### src/hw/rtl/rfd_pkg.sv
// Shared types and constants for the radio frame record deframer.
package rfd_pkg;

    localparam logic [7:0] MIN_HEADER   = 8'd2;
    localparam logic [7:0] POS_MAX      = 8'hFF;
    localparam logic [7:0] TYPE_WORD16  = 8'd2;
    localparam logic [7:0] TYPE_WORD32  = 8'd3;
    localparam logic [2:0] LEN_BYTE     = 3'd1;
    localparam logic [2:0] LEN_WORD16   = 3'd2;
    localparam logic [2:0] LEN_WORD32   = 3'd4;
    localparam logic       KIND_REALTIME = 1'b0;
    localparam logic       KIND_RECORD   = 1'b1;

    typedef struct packed {
        logic [7:0] rx_byte;
        logic       frame_start;
    } rfd_in_t;

    typedef struct packed {
        logic        item_kind;
        logic [7:0]  slot;
        logic [7:0]  value_type;
        logic [31:0] value_word;
        logic [2:0]  value_bytes;
        logic        frame_done;
    } rfd_out_t;

    typedef struct packed {
        logic fire;
        logic emit;
    } rfd_flow_t;

    function automatic logic [2:0] type_length(input logic [7:0] t);
        logic [2:0] len;
        len = LEN_BYTE;
        if (t == TYPE_WORD16)
        begin
            len = LEN_WORD16;
        end
        else if (t == TYPE_WORD32)
        begin
            len = LEN_WORD32;
        end
        return len;
    endfunction

endpackage

### src/hw/rtl/rfd_input_stage.sv
// Input register holding one received byte request until the parser takes it.
module rfd_input_stage
(
    input  logic            clk,
    input  logic            rst_n,
    input  logic            rx_valid,
    output logic            rx_ready,
    input  rfd_pkg::rfd_in_t rx_data,
    input  logic            take,
    output logic            item_valid,
    output rfd_pkg::rfd_in_t item_data
);

    logic             valid_reg;
    logic             valid_next;
    rfd_pkg::rfd_in_t data_reg;

    assign rx_ready   = !valid_reg || take;
    assign item_valid = valid_reg;
    assign item_data  = data_reg;

    always_comb
    begin
        valid_next = valid_reg;
        if (rx_valid && rx_ready)
        begin
            valid_next = 1'b1;
        end
        else if (take)
        begin
            valid_next = 1'b0;
        end
    end

    always_ff @(posedge clk or negedge rst_n)
    begin
        if (!rst_n)
        begin
            valid_reg <= 1'b0;
        end
        else
        begin
            valid_reg <= valid_next;
        end
    end

    always_ff @(posedge clk)
    begin
        if (rx_valid && rx_ready)
        begin
            data_reg <= rx_data;
        end
    end

endmodule

### src/hw/rtl/rfd_parser.sv
// Frame parser: position tracking, record assembly and result formation.
module rfd_parser
(
    input  logic              clk,
    input  logic              rst_n,
    input  logic              item_valid,
    input  rfd_pkg::rfd_in_t  item_data,
    input  logic              load_ok,
    output rfd_pkg::rfd_flow_t flow,
    output rfd_pkg::rfd_out_t result
);

    typedef enum logic [1:0] {
        PH_IDLE  = 2'd0,
        PH_KEY   = 2'd1,
        PH_TYPE  = 2'd2,
        PH_VALUE = 2'd3
    } phase_t;

    logic [7:0]  position_reg,  position_next;
    logic [7:0]  left_reg,      left_next;
    logic [7:0]  start_reg,     start_next;
    phase_t      phase_reg,     phase_next;
    logic [7:0]  key_reg,       key_next;
    logic [7:0]  type_reg,      type_next;
    logic [31:0] acc_reg,       acc_next;
    logic [2:0]  bytes_reg,     bytes_next;

    logic [7:0]  pos;
    logic [7:0]  rx;
    logic [2:0]  len;
    logic [2:0]  bleft;
    logic [2:0]  offset;
    logic [31:0] acc_merged;
    logic [7:0]  rec_left_dec;
    logic        emit;

    assign rx = item_data.rx_byte;
    assign pos = item_data.frame_start ? 8'd0 : position_reg;
    assign len = rfd_pkg::type_length(type_reg);
    assign bleft = (bytes_reg == 3'd0 || bytes_reg > len) ? len : bytes_reg;
    assign offset = len - bleft;
    assign acc_merged = acc_reg | ({24'd0, rx} << {offset[1:0], 3'b000});
    assign rec_left_dec = left_reg - 8'd1;

    always_comb
    begin
        position_next = position_reg;
        left_next     = left_reg;
        start_next    = start_reg;
        phase_next    = phase_reg;
        key_next      = key_reg;
        type_next     = type_reg;
        acc_next      = acc_reg;
        bytes_next    = bytes_reg;
        emit          = 1'b0;
        result        = '0;

        if (pos == 8'd0)
        begin
            left_next  = rx;
            start_next = rfd_pkg::MIN_HEADER;
            phase_next = PH_IDLE;
            key_next   = 8'd0;
            type_next  = 8'd0;
            acc_next   = 32'd0;
            bytes_next = 3'd0;
        end
        else if (pos == 8'd1)
        begin
            start_next = (rx < rfd_pkg::MIN_HEADER) ? rfd_pkg::MIN_HEADER : rx;
        end
        else if (pos < start_reg)
        begin
            emit               = 1'b1;
            result.item_kind   = rfd_pkg::KIND_REALTIME;
            result.slot        = pos - rfd_pkg::MIN_HEADER;
            result.value_type  = 8'd0;
            result.value_word  = {24'd0, rx};
            result.value_bytes = rfd_pkg::LEN_BYTE;
            result.frame_done  = 1'b0;
        end
        else if (left_reg != 8'd0)
        begin
            unique case (phase_reg)
                PH_IDLE, PH_KEY:
                begin
                    key_next   = rx;
                    phase_next = PH_TYPE;
                end
                PH_TYPE:
                begin
                    type_next  = rx;
                    bytes_next = rfd_pkg::type_length(rx);
                    acc_next   = 32'd0;
                    phase_next = PH_VALUE;
                end
                PH_VALUE:
                begin
                    acc_next   = acc_merged;
                    bytes_next = bleft - 3'd1;
                    if (bleft == 3'd1)
                    begin
                        left_next          = rec_left_dec;
                        phase_next         = PH_KEY;
                        emit               = 1'b1;
                        result.item_kind   = rfd_pkg::KIND_RECORD;
                        result.slot        = key_reg;
                        result.value_type  = type_reg;
                        result.value_word  = acc_merged;
                        result.value_bytes = len;
                        result.frame_done  = (rec_left_dec == 8'd0);
                    end
                end
                default:
                begin
                    phase_next = PH_IDLE;
                end
            endcase
        end

        position_next = (pos != rfd_pkg::POS_MAX) ? pos + 8'd1 : pos;
    end

    assign flow.emit = item_valid && emit;
    assign flow.fire = item_valid && (!emit || load_ok);

    always_ff @(posedge clk or negedge rst_n)
    begin
        if (!rst_n)
        begin
            position_reg <= 8'd0;
            left_reg     <= 8'd0;
            start_reg    <= rfd_pkg::MIN_HEADER;
            phase_reg    <= PH_IDLE;
            key_reg      <= 8'd0;
            type_reg     <= 8'd0;
            acc_reg      <= 32'd0;
            bytes_reg    <= 3'd0;
        end
        else if (flow.fire)
        begin
            position_reg <= position_next;
            left_reg     <= left_next;
            start_reg    <= start_next;
            phase_reg    <= phase_next;
            key_reg      <= key_next;
            type_reg     <= type_next;
            acc_reg      <= acc_next;
            bytes_reg    <= bytes_next;
        end
    end

endmodule

### src/hw/rtl/rfd_output_stage.sv
// Result register presenting one decoded request to the downstream side.
module rfd_output_stage
(
    input  logic              clk,
    input  logic              rst_n,
    input  logic              load,
    input  rfd_pkg::rfd_out_t load_data,
    output logic              load_ok,
    output logic              rec_valid,
    input  logic              rec_ready,
    output rfd_pkg::rfd_out_t rec_data
);

    logic              valid_reg;
    logic              valid_next;
    rfd_pkg::rfd_out_t data_reg;

    assign load_ok   = !valid_reg || rec_ready;
    assign rec_valid = valid_reg;
    assign rec_data  = data_reg;

    always_comb
    begin
        valid_next = valid_reg;
        if (load)
        begin
            valid_next = 1'b1;
        end
        else if (rec_ready)
        begin
            valid_next = 1'b0;
        end
    end

    always_ff @(posedge clk or negedge rst_n)
    begin
        if (!rst_n)
        begin
            valid_reg <= 1'b0;
        end
        else
        begin
            valid_reg <= valid_next;
        end
    end

    always_ff @(posedge clk)
    begin
        if (load)
        begin
            data_reg <= load_data;
        end
    end

endmodule

### src/hw/rtl/radio_frame_record_deframer_unit.sv
// Top level of the radio frame record deframer.
//
//  channel | signals                        | carries
//  --------+--------------------------------+------------------------------
//  rx      | rx_valid, rx_ready, rx_data    | one frame byte, start flag
//  rec     | rec_valid, rec_ready, rec_data | realtime byte or record result
//
// One byte per cycle unless a stalled result holds a byte that has a result;
// a byte waits in the input register until the parser takes it, and its result,
// if any, is loaded into the result register by the combinational parser step.
// Reset clears handshake state and the parser position; no clearing pass.
// A stalled result blocks only bytes that produce a result; others pass.
module radio_frame_record_deframer_unit
(
    input  logic              clk,
    input  logic              rst_n,
    input  logic              rx_valid,
    output logic              rx_ready,
    input  rfd_pkg::rfd_in_t  rx_data,
    output logic              rec_valid,
    input  logic              rec_ready,
    output rfd_pkg::rfd_out_t rec_data
);

    logic               item_valid;
    rfd_pkg::rfd_in_t   item_data;
    logic               load_ok;
    rfd_pkg::rfd_flow_t flow;
    rfd_pkg::rfd_out_t  result;

    rfd_input_stage u_input
    (
        .clk        (clk),
        .rst_n      (rst_n),
        .rx_valid   (rx_valid),
        .rx_ready   (rx_ready),
        .rx_data    (rx_data),
        .take       (flow.fire),
        .item_valid (item_valid),
        .item_data  (item_data)
    );

    rfd_parser u_parser
    (
        .clk        (clk),
        .rst_n      (rst_n),
        .item_valid (item_valid),
        .item_data  (item_data),
        .load_ok    (load_ok),
        .flow       (flow),
        .result     (result)
    );

    rfd_output_stage u_output
    (
        .clk        (clk),
        .rst_n      (rst_n),
        .load       (flow.emit && flow.fire),
        .load_data  (result),
        .load_ok    (load_ok),
        .rec_valid  (rec_valid),
        .rec_ready  (rec_ready),
        .rec_data   (rec_data)
    );

    a_done_is_record: assert property (@(posedge clk) disable iff (!rst_n)
        rec_valid && rec_data.frame_done |-> rec_data.item_kind == rfd_pkg::KIND_RECORD)
        else $error("frame_done on a realtime request");

    a_len_legal: assert property (@(posedge clk) disable iff (!rst_n)
        rec_valid |-> (rec_data.value_bytes == rfd_pkg::LEN_BYTE ||
                       rec_data.value_bytes == rfd_pkg::LEN_WORD16 ||
                       rec_data.value_bytes == rfd_pkg::LEN_WORD32))
        else $error("illegal value length");

    a_realtime_shape: assert property (@(posedge clk) disable iff (!rst_n)
        rec_valid && rec_data.item_kind == rfd_pkg::KIND_REALTIME |->
            rec_data.value_type == 8'd0 && rec_data.value_word[31:8] == 24'd0)
        else $error("malformed realtime request");

    a_item_held: assert property (@(posedge clk) disable iff (!rst_n)
        item_valid && !flow.fire |=> item_valid && $stable(item_data))
        else $error("pending byte lost before parsing");

endmodule
### config.mk
export PLATFORM = sky130hd
export DESIGN_NAME = radio_frame_record_deframer_unit
export DESIGN_NICKNAME = d
export VERILOG_FILES = /design/src/hw/rtl/rfd_pkg.sv /design/src/hw/rtl/rfd_input_stage.sv /design/src/hw/rtl/rfd_parser.sv /design/src/hw/rtl/rfd_output_stage.sv /design/src/hw/rtl/radio_frame_record_deframer_unit.sv
export SDC_FILE = /design/constraint.sdc
export NUM_CORES = 1
export LEC_CHECK = 0
export ABC_AREA = 1
export BUFFER_PORTS_ARGS = -buffer_cell sky130_fd_sc_hd__buf_2
export CAP_MARGIN = 15
export CORE_MARGIN = 2
export CORE_UTILIZATION = 25
export DETAILED_ROUTE_END_ITERATION = 8
export PLACE_DENSITY_LB_ADDON = 0.2
export SLEW_MARGIN = 15
export SYNTH_ARGS = -nofsm -noshare
export SYNTH_HDL_FRONTEND = slang
export SYNTH_SLANG_ARGS = --single-unit
### constraint.sdc
create_clock -name clk -period 4.79 [get_ports clk]
set_input_delay 0.479 -clock clk [delete_from_list [all_inputs] [get_ports clk]]
set_output_delay 0.479 -clock clk [all_outputs]
set_load 0.03 [all_outputs]
* Word level (Yosys, flattened, before mapping)
Index checks and enable logic that the tools add are counted.
** Word-level totals
- Flip-flop bits (word level) :: 141
- Word-level logic and storage cells :: 137
- Output and inout bits :: 55
- Input bits :: 13
** Operators by class
- Shift operators :: 1
- Bitwise operators :: 4
- Equal/unequal tests :: 13
- Multiplexer cells :: 56
- Magnitude comparators :: 3
- Add/sub/neg operators :: 5
- Reduce and logical (&&, ||, !) cells :: 35
** Operators with widths (count)
- two-way mux 8 bit :: 21
- two-way mux 52 bit :: 3
- two-way mux 32 bit :: 4
- case mux 32 bit (2 select lines) :: 1
- two-way mux 53 bit :: 1
- == test 8 x 2 -> 1 bit (second input constant) :: 4
- OR 32 bit :: 1
- left shift 8 x 5 -> 32 bit :: 1
- two-way mux 3 bit :: 9
- AND reduction 5 bit :: 4
- logical NOT 8 bit :: 2
- nonzero test 2 bit :: 8
- two-way mux 1 bit :: 10
- two-way mux 2 bit :: 5
- adder 8 x 1 -> 8 bit (second input constant) :: 1
- == test 8 x 1 -> 1 bit (second input constant) :: 1
- less-than comparator 8 x 2 -> 1 bit (second input constant) :: 1
- less-than comparator 8 bit :: 1
- != test 8 bit (second input constant) :: 1
- nonzero test 8 bit :: 1
- subtractor 8 x 1 -> 8 bit (second input constant) :: 1
- subtractor 8 x 2 -> 8 bit (second input constant) :: 1
- case mux 2 bit (3 select lines) :: 1
- case mux 3 bit (2 select lines) :: 1
- other kinds (20) :: 33

* Logic depth before layout (Yosys ltp)
Gate-level depths: netlist of run 1.
- Depth after elaboration :: 19
- Gate-level depth with buffers :: 24

* Hierarchy
Synthesis of run 1 repeated with hierarchy kept, for this count alone.
** Second synthesis, totals
- Cells, all modules :: 855
- Area, all modules :: 7442.1 µm²
** Modules (own cells, without submodules)
- rfd_parser :: instances 1, area each 5482.8 µm², cells an instance 780
- rfd_output_stage :: instances 1, area each 1636.6 µm², cells an instance 58
- rfd_input_stage :: instances 1, area each 315.3 µm², cells an instance 15
- radio_frame_record_deframer_unit :: instances 1, area each 7.5 µm², cells an instance 2

* Worst setup path before layout of run 1
Ideal clock, no wire load.
- Kind :: register -> register
- Start :: reg u_parser.type_reg[2]
- End :: reg u_output.data_reg, in the netlist u_output.rec_data[0], enable pin
- Required time :: 4383 ps
- Period minus slack after synthesis :: 4276 ps
- Library setup time :: 407 ps
- Arrival :: 3869 ps
- Cell stages (with the launch flop) :: 22
- Path slack :: 514 ps
- Path through :: dfrtp_1 inv_1 nand3_2 nor3_1 inv_1 ha_1 nand2_1 inv_2 nand2_1 inv_1 a21oi_2 nand2_2 o21ai_0 inv_1 ha_1 nand4_1 nand2_2 nand3_4 nand2_1 inv_2 nand2_1 inv_1
** Between the ends
- Longest elaborated chain between the ends :: 17
- Elaborated cells between the ends (all ways) :: 19
** Ends and longest elaborated chain
- start, declared :: RTL line rfd_parser.sv:25 : logic [7:0] type_reg, type_next;
- start signal, assigned :: RTL line rfd_parser.sv:148 : type_reg <= type_next;
- == test 8 x 2 -> 1 bit :: RTL line rfd_pkg.sv:40 : else if (t == TYPE_WORD32)
- two-way mux 3 bit :: RTL line rfd_pkg.sv:40
- two-way mux 3 bit (*) :: RTL line rfd_pkg.sv:36 : if (t == TYPE_WORD16)
- greater-than comparator 3 bit :: RTL line rfd_parser.sv:41 : assign bleft = (bytes_reg == 3'd0 || bytes_reg > len) ? len : bytes_reg;
- logical OR 1 bit :: RTL line rfd_parser.sv:41
- two-way mux 3 bit (*) :: RTL line rfd_parser.sv:41
- == test 3 x 1 -> 1 bit (*) :: RTL line rfd_parser.sv:102 : if (bleft == 3'd1)
- two-way mux 1 bit (*) :: RTL line rfd_parser.sv:102
- [... 2 more ...]
- two-way mux 1 bit (*) :: RTL line rfd_parser.sv:73 : else if (pos < start_reg)
- two-way mux 1 bit (*) :: RTL line rfd_parser.sv:69 : else if (pos == 8'd1)
- two-way mux 1 bit (*) :: RTL line rfd_parser.sv:59 : if (pos == 8'd0)
- logical NOT 1 bit :: RTL line rfd_parser.sv:126 : assign flow.fire = item_valid && (!emit || load_ok);
- logical OR 1 bit :: RTL line rfd_parser.sv:126
- logical AND 1 bit :: RTL line rfd_parser.sv:126
- logical AND 1 bit (*) :: RTL line radio_frame_record_deframer_unit.sv:58 : .load (flow.emit && flow.fire),
- net u_output.load :: RTL line rfd_output_stage.sv:6 : input logic load,
- end signal, assigned :: RTL line rfd_output_stage.sv:51 : data_reg <= load_data;
- end, declared :: RTL line rfd_output_stage.sv:16 : rfd_pkg::rfd_out_t data_reg;
The timed path passes the listed nets; every way through them passes the cells marked *.
A chain may end at the register's enable or synchronous reset.

* Final worst setup path of run 1
- Start :: reg u_parser.type_reg[2]
- End :: reg u_output.data_reg, in the netlist u_output.rec_data[17], enable pin
The elaborated chain is that of the path after synthesis.

==> flow_summary.toml, run 1 <==
[clocking]
cts.sink_count = 141
cts_tree = "yes"
cts_resized = 0
numCtsBuffers = 17
clock-root-buffer = "clkbuf_16"
htree_num_levels = 4
clkLatencyLatePin_ps = 430
clk_pin_slew_worst_paths_ps = 60
cts_buffer_depth = 2

[global_routing]
antenna_found_initial = 0
grt_remaining_overflow = 0
grt_pass1_wl_mm = 31.8
grt_usage_pct = 12.5
grt_pass1_vias = 5605
grt_max_degree = 54

[cells_and_area]
fin_nets = 962
drive_gt1_share_pct = 24.0
n_fill_cell = 3233
area_delta_synth_final_pct = 16.7
stdcell_area_um2 = 8980
multi_input_area_um2 = 3160
seqCellArea_um2 = 3840
largest_reg_flops = 53

[flow_run]
max_cap_viol_count = 0

[routing]
drtIter0Drc = 327
drt_wl_total_mm = 19.4
antenna_left = 0
vias_per_cell = 4.21
remaining_drc_errors = 0
vias = 5636
wl_per_cell_um = 14.5
drt_pre_antenna_iters = 5

[logic_synthesis]
synth-edff-count = 62
yosysTopAreaCell = "dfrtp_1"
yosys.area_share.adder_pct = 3.09
synth_xor_area_share_pct = 1.59
synth_ff_type = "dfrtp_1"
synth_most_common_cell = "nand2_1"
synthMuxAreaShare_pct = 0
synth_compound_area_share_pct = 10.2
ys_types = 40
ys_seq_area_share_pct = 49.9
synth.area.top_cells = "dfrtp_1 (25%), edfxtp_1 (24%), nand2_1 (12%)"
yosysTopAreaCellShare_pct = 25.4
ys_seq_elements = 141
syn_inst = 865
synth_area_um2 = 7700
synth-async-reset-ratio_pct = 56.0
synth_top_family_by_area = "simple AND/OR/NAND/NOR gates"
syn_avg_cell_area_um2 = 8.90
synthSimpleGateAreaFrac_pct = 26.2
synth_nets = 897
yosys_warnings = 0
synthTopCellsByCount = "nand2_1 (251), inv_1 (106), dfrtp_1 (78)"

[setup_path]
rrSetupSlack_ps = 510
crit_arrival_ps = 4400
startpoint_type = "flop"
critPathKind = "reg -> reg"
endpoint_kind = "flop"
path_max_fanout = 17
required_ps = 4900

[floorplan]
ios = 68
die_w_um = 179
die_h_um = 179
core-area_um2 = 30400
start_util_pct = 25.3
fp.dieArea_um2 = 32200
rows = 64

[sta]
skew_ps = 11.6
drv_slew = 0
min_period_ps = 4280
finalHoldViolations = 0
slew-limit-headroom_pct = 50.3
clock.fmax_ghz = 0.233
rsz0062_at_grt = "false"
fin_crit_sh_pct = 89.4
setup_viol = 0
holdWs_ps = 224
tns_ps = 0
worst_pin_slew_ps = 745

[run_status]
outcome = "complete, no violations"

[place]
placed_cell_area_um2 = 8400
gp_congestion = 0.772
io_buffers = 67
dp_hpwl_mm = 14.1

[power]
p_leak_nw = 3.96
max-vdd-ir-drop_mv = 0.250
powerDensity_nw_per_um2 = 560

[hold_path]
hold_class = "in -> reg"
==> what timing repair did <==
item,in CTS,in global routing
hold buffers,1,0
buffers inserted,0,0
endpoints found under the hold margin,26,0
==> final timing paths <==
| check | from | endpoint | cells after the start |
|---|---|---|---|
| min in group asynchronous | rst_n | u_parser.position_reg[2] | 2 |
| max in group asynchronous | rst_n | u_parser.acc_reg[17] | 3 |
| min reg2reg | u_parser.start_reg[1] | u_parser.start_reg[1] | 2 |
| max | u_parser.type_reg[2] | u_output.rec_data[17] | 22 |
| max reg2reg | u_parser.type_reg[2] | u_output.rec_data[17] | 22 |
| min | rx_data[0] | u_input.item_data[0] | 1 |
==> per-layer routing <==
metal / up-vias / track usage (%) / part of all wire, %
met5: - / 0 / 0
met4: 0 / 3.58 / 1.4
met3: 20 / 2.90 / 3.5
met2: 89 / 19.2 / 44
met1: 2590 / 17.7 / 51
li1: 2937 / - / -
==> critical path, stage by stage (launching register included) <==
cell	delay, ps
dfrtp_1	380
inv_1	80
nand3_2	130
nor3_1	330
inv_1	80
ha_1	320
nand2_1	90
inv_2	40
nand2_1	60
inv_1	50
a21oi_2	200
nand2_2	110
o21ai_0	340
inv_1	120
ha_1	240
nand4_1	110
nand2_2	90
nand3_4	170
nand2_1	110
inv_2	120
nand2_1	90
inv_2	350
buf_4	340
==> kinds of logic (layout without fill, tap and decap cells) <==
family | count (synthesis) | count (layout)
XOR/XNOR | 14 | 14
other | 0 | 1
adder cells (fa/ha/maj) | 19 | 19
AND/OR/NAND/NOR | 417 | 417
AO/OA/AOI/OAI | 120 | 120
flip-flops | 141 | 141
buffers and inverters | 154 | 232
==> power breakdown <==
| group | internal, W | switching [W] | total, W | leakage [nW] |
|---|---|---|---|---|
| Combinational | 0.000552 | 0.00146 | 0.00201 | 2.03 |
| Sequential | 0.00158 | 0.000146 | 0.00173 | 1.65 |
| Clock | 0.000737 | 0.000555 | 0.00129 | 0.276 |
==> through the flow <==
stage / worst slack (ps) / utilization [%] / std cells / total power (W)
CTS: 496 / 29.5 / 1339 / 0.00510
global route: 33.2 / 29.5 / 1339 / 0.00540
detailed placement: 524 / 27.6 / 1306 / 0.00379
finish: 507 / 29.5 / 1340 / 0.00503
floorplan: 514 / - / 865 / 0.00330
global placement: 588 / 27.6 / 1306 / 0.00379
==> cell type report <==
cell class,instances,share of cell area [%]
flip-flops and latches,141,42.7
repair buffers,79,5.07
clock buffers,18,4.89
clock inverters,14,1.46
inverters,121,5.11
multi-input cells,570,35.2
diodes,1,0.0279
well taps,396,5.51
==> cell usage in the layout (no fill, tap or decap), drive strengths merged <==
master / instances
o21ai: 81
buf: 78
clkinvlp: 3
nand3: 31
diode: 1
nand4: 31
o211ai: 2
clkinv: 5
edfxtp: 62
a22o: 2
a211oi: 1
xnor2: 2
nor2: 57
nor4: 3
o31ai: 1
clkbuf: 18
ha: 19
bufinv: 1
or2: 1
nor3: 9
o22ai: 1
dfrtp: 78
a21oi: 32
inv: 126
nand2: 285
dlygate4sd3: 1
dfstp: 1
xor2: 12
(Power assumes the default switching activity.)
==> run 2: changes to the inputs <==
BUFFER_PORTS_ARGS = -buffer_cell sky130_fd_sc_hd__clkbuf_2   (was -buffer_cell sky130_fd_sc_hd__buf_2)
==> flow_summary.toml, run 2 (synthesis results as in run 1) <==
[sta]
clock.fmax_ghz = 0.231
setup_viol = 0
drv_slew = 0
rsz0062_at_grt = "false"
slew-limit-headroom_pct = 48.6
holdWs_ps = 104
worst_pin_slew_ps = 771
tns_ps = 0
skew_ps = 9.99
min_period_ps = 4320
finalHoldViolations = 0
fin_crit_sh_pct = 90.2

[setup_path]
critPathKind = "reg -> reg"
crit_arrival_ps = 4430
startpoint_type = "flop"
endpoint_kind = "flop"
required_ps = 4900
path_max_fanout = 45

[cells_and_area]
drive_gt1_share_pct = 23.6
fin_nets = 959
largest_reg_flops = 53
layout_common_cells = "nand2_1 (251), inv_1 (105), dfrtp_1 (78)"
n_antenna_cell = 0
stdcell_area_um2 = 8960
area_delta_synth_final_pct = 16.4
final_common_cell = "nand2_1"
n_fill_cell = 3314

[clocking]
numCtsBuffers = 17
clock-root-buffer = "clkbuf_16"
clkLatencyLatePin_ps = 430
cts.sink_count = 141
clk_pin_slew_worst_paths_ps = 60
htree_num_levels = 4
postCtsHoldBufs = 0
cts_buffer_depth = 2
cts_tree = "yes"

[floorplan]
core-area_um2 = 30400
die_h_um = 179
ios = 68
fp.dieArea_um2 = 32200
start_util_pct = 25.3
die_w_um = 179
rows = 64

[flow_run]
max_cap_viol_count = 0

[routing]
vias = 5619
vias_per_cell = 4.21
drt_pre_antenna_iters = 4
remaining_drc_errors = 0
drt_wl_total_mm = 19.5
antenna_left = 0
wl_per_cell_um = 14.6
drtIter0Drc = 443

[power]
p_leak_nw = 3.95
powerDensity_nw_per_um2 = 581
max-vdd-ir-drop_mv = 0.313

[global_routing]
grt_pass1_wl_mm = 31.7
grt_most_used_layer = "met2"
grt_remaining_overflow = 0
grt_pass1_vias = 5448
grt_max_degree = 53
antenna_found_initial = 0
grtUsageMet1_pct = 18.1
grt_use_met3_pct = 2.92
use_met2_pct = 18.8
grt_usage_pct = 12.6

[place]
placed_cell_area_um2 = 8390
gp_congestion = 0.771
dp_hpwl_mm = 13.9
io_buffers = 67

[hold_path]
hold_class = "in -> async"

[run_status]
outcome = "complete, no violations"
-- run 2: cell count changes in the layout (fill, tap and decap cells not counted) --
| cell | delta |
|---|---|
| clkbuf_2 | +66 |
| clkinv_4 | +1 |
| buf_2 | -66 |
| o21ai_1 | +1 |
| inv_6 | -2 |
| inv_8 | -1 |
| bufinv_16 | +1 |
| clkbuf_8 | -1 |
| dlygate4sd3_1 | -1 |
| diode_2 | -1 |
| buf_4 | -2 |
| o21ai_0 | -1 |
| clkbuf_1 | +2 |
-- run 2: area by class of cell --
type,instances,area (µm²),share of cell area [%]
flip-flops and latches,141,3840,42.9
clock buffers,19,433,4.83
well taps,396,495,5.53
clock inverters,13,141,1.58
inverters,121,459,5.12
repair buffers,76,430,4.80
multi-input cells,570,3160,35.3
-- run 2: path summary, 6_finish.rpt --
kind / start / to / slack (ps) / depth (start not counted)
max in group asynchronous: rst_n / u_parser.acc_reg[24] / 3750 / 2
worst max-delay path: u_parser.type_reg[5] / u_output.rec_data[1] / 470 / 22
worst min-delay path: rst_n / u_parser.position_reg[5] / 100 / 1
worst max register to register: u_parser.type_reg[5] / u_output.rec_data[1] / 470 / 22
worst min register to register: u_parser.type_reg[3] / u_parser.type_reg[3] / 480 / 2
min in group clk: rx_data[1] / u_input.item_data[1] / 220 / 1
-- run 2: per-layer routing --
| layer | share of wire [%] | vias up |
|---|---|---|
| li1 | - | 2929 |
| met5 | 0 | - |
| met2 | 45 | 77 |
| met1 | 51 | 2599 |
| met4 | 1.1 | 0 |
| met3 | 3.4 | 14 |
-- run 2: critical path: stages (launching register included) --
cell and delay (ps):
dfrtp_1 400, nor2_1 140, nand2_2 110, nor3_1 290, inv_1 80, ha_1 310, nand2_1 90, inv_2 40
nand2_1 60, inv_1 50, a21oi_2 200, nand2_2 110, o21ai_1 240, inv_1 100, ha_1 240, nand4_1 120
nand2_2 80, nand3_4 160, nand2_1 280, inv_2 200, nand2_1 120, inv_2 210, buf_12 290
-- run 2: repair_timing --
action | 4_1_cts | 5_1_grt
buffers inserted | 0 | 0
setup endpoints to repair | 0 | 45
resized for setup | 0 | 1
-- run 2: report_power, final --
group	switching (W)	leakage [nW]	internal (W)	total [W]
sequential	0.000156	1.65	0.00159	0.00175
clock	0.000545	0.274	0.000769	0.00131
combinational	0.00157	2.03	0.000580	0.00215
total	0.00227	3.95	0.00294	0.00521
-- run 2: per-stage QoR --
stage | instances | total power, W | worst slack [ps] | util, %
2_1_floorplan | 865 | 0.00330 | 514 | -
3_3_place_gp | 1304 | 0.00395 | 480 | 27.6
3_5_place_dp | 1304 | 0.00395 | 336 | 27.6
4_1_cts | 1336 | 0.00530 | 307 | 29.4
5_1_grt | 1336 | 0.00559 | 4.14 | 29.4
6_report | 1336 | 0.00521 | 470 | 29.4
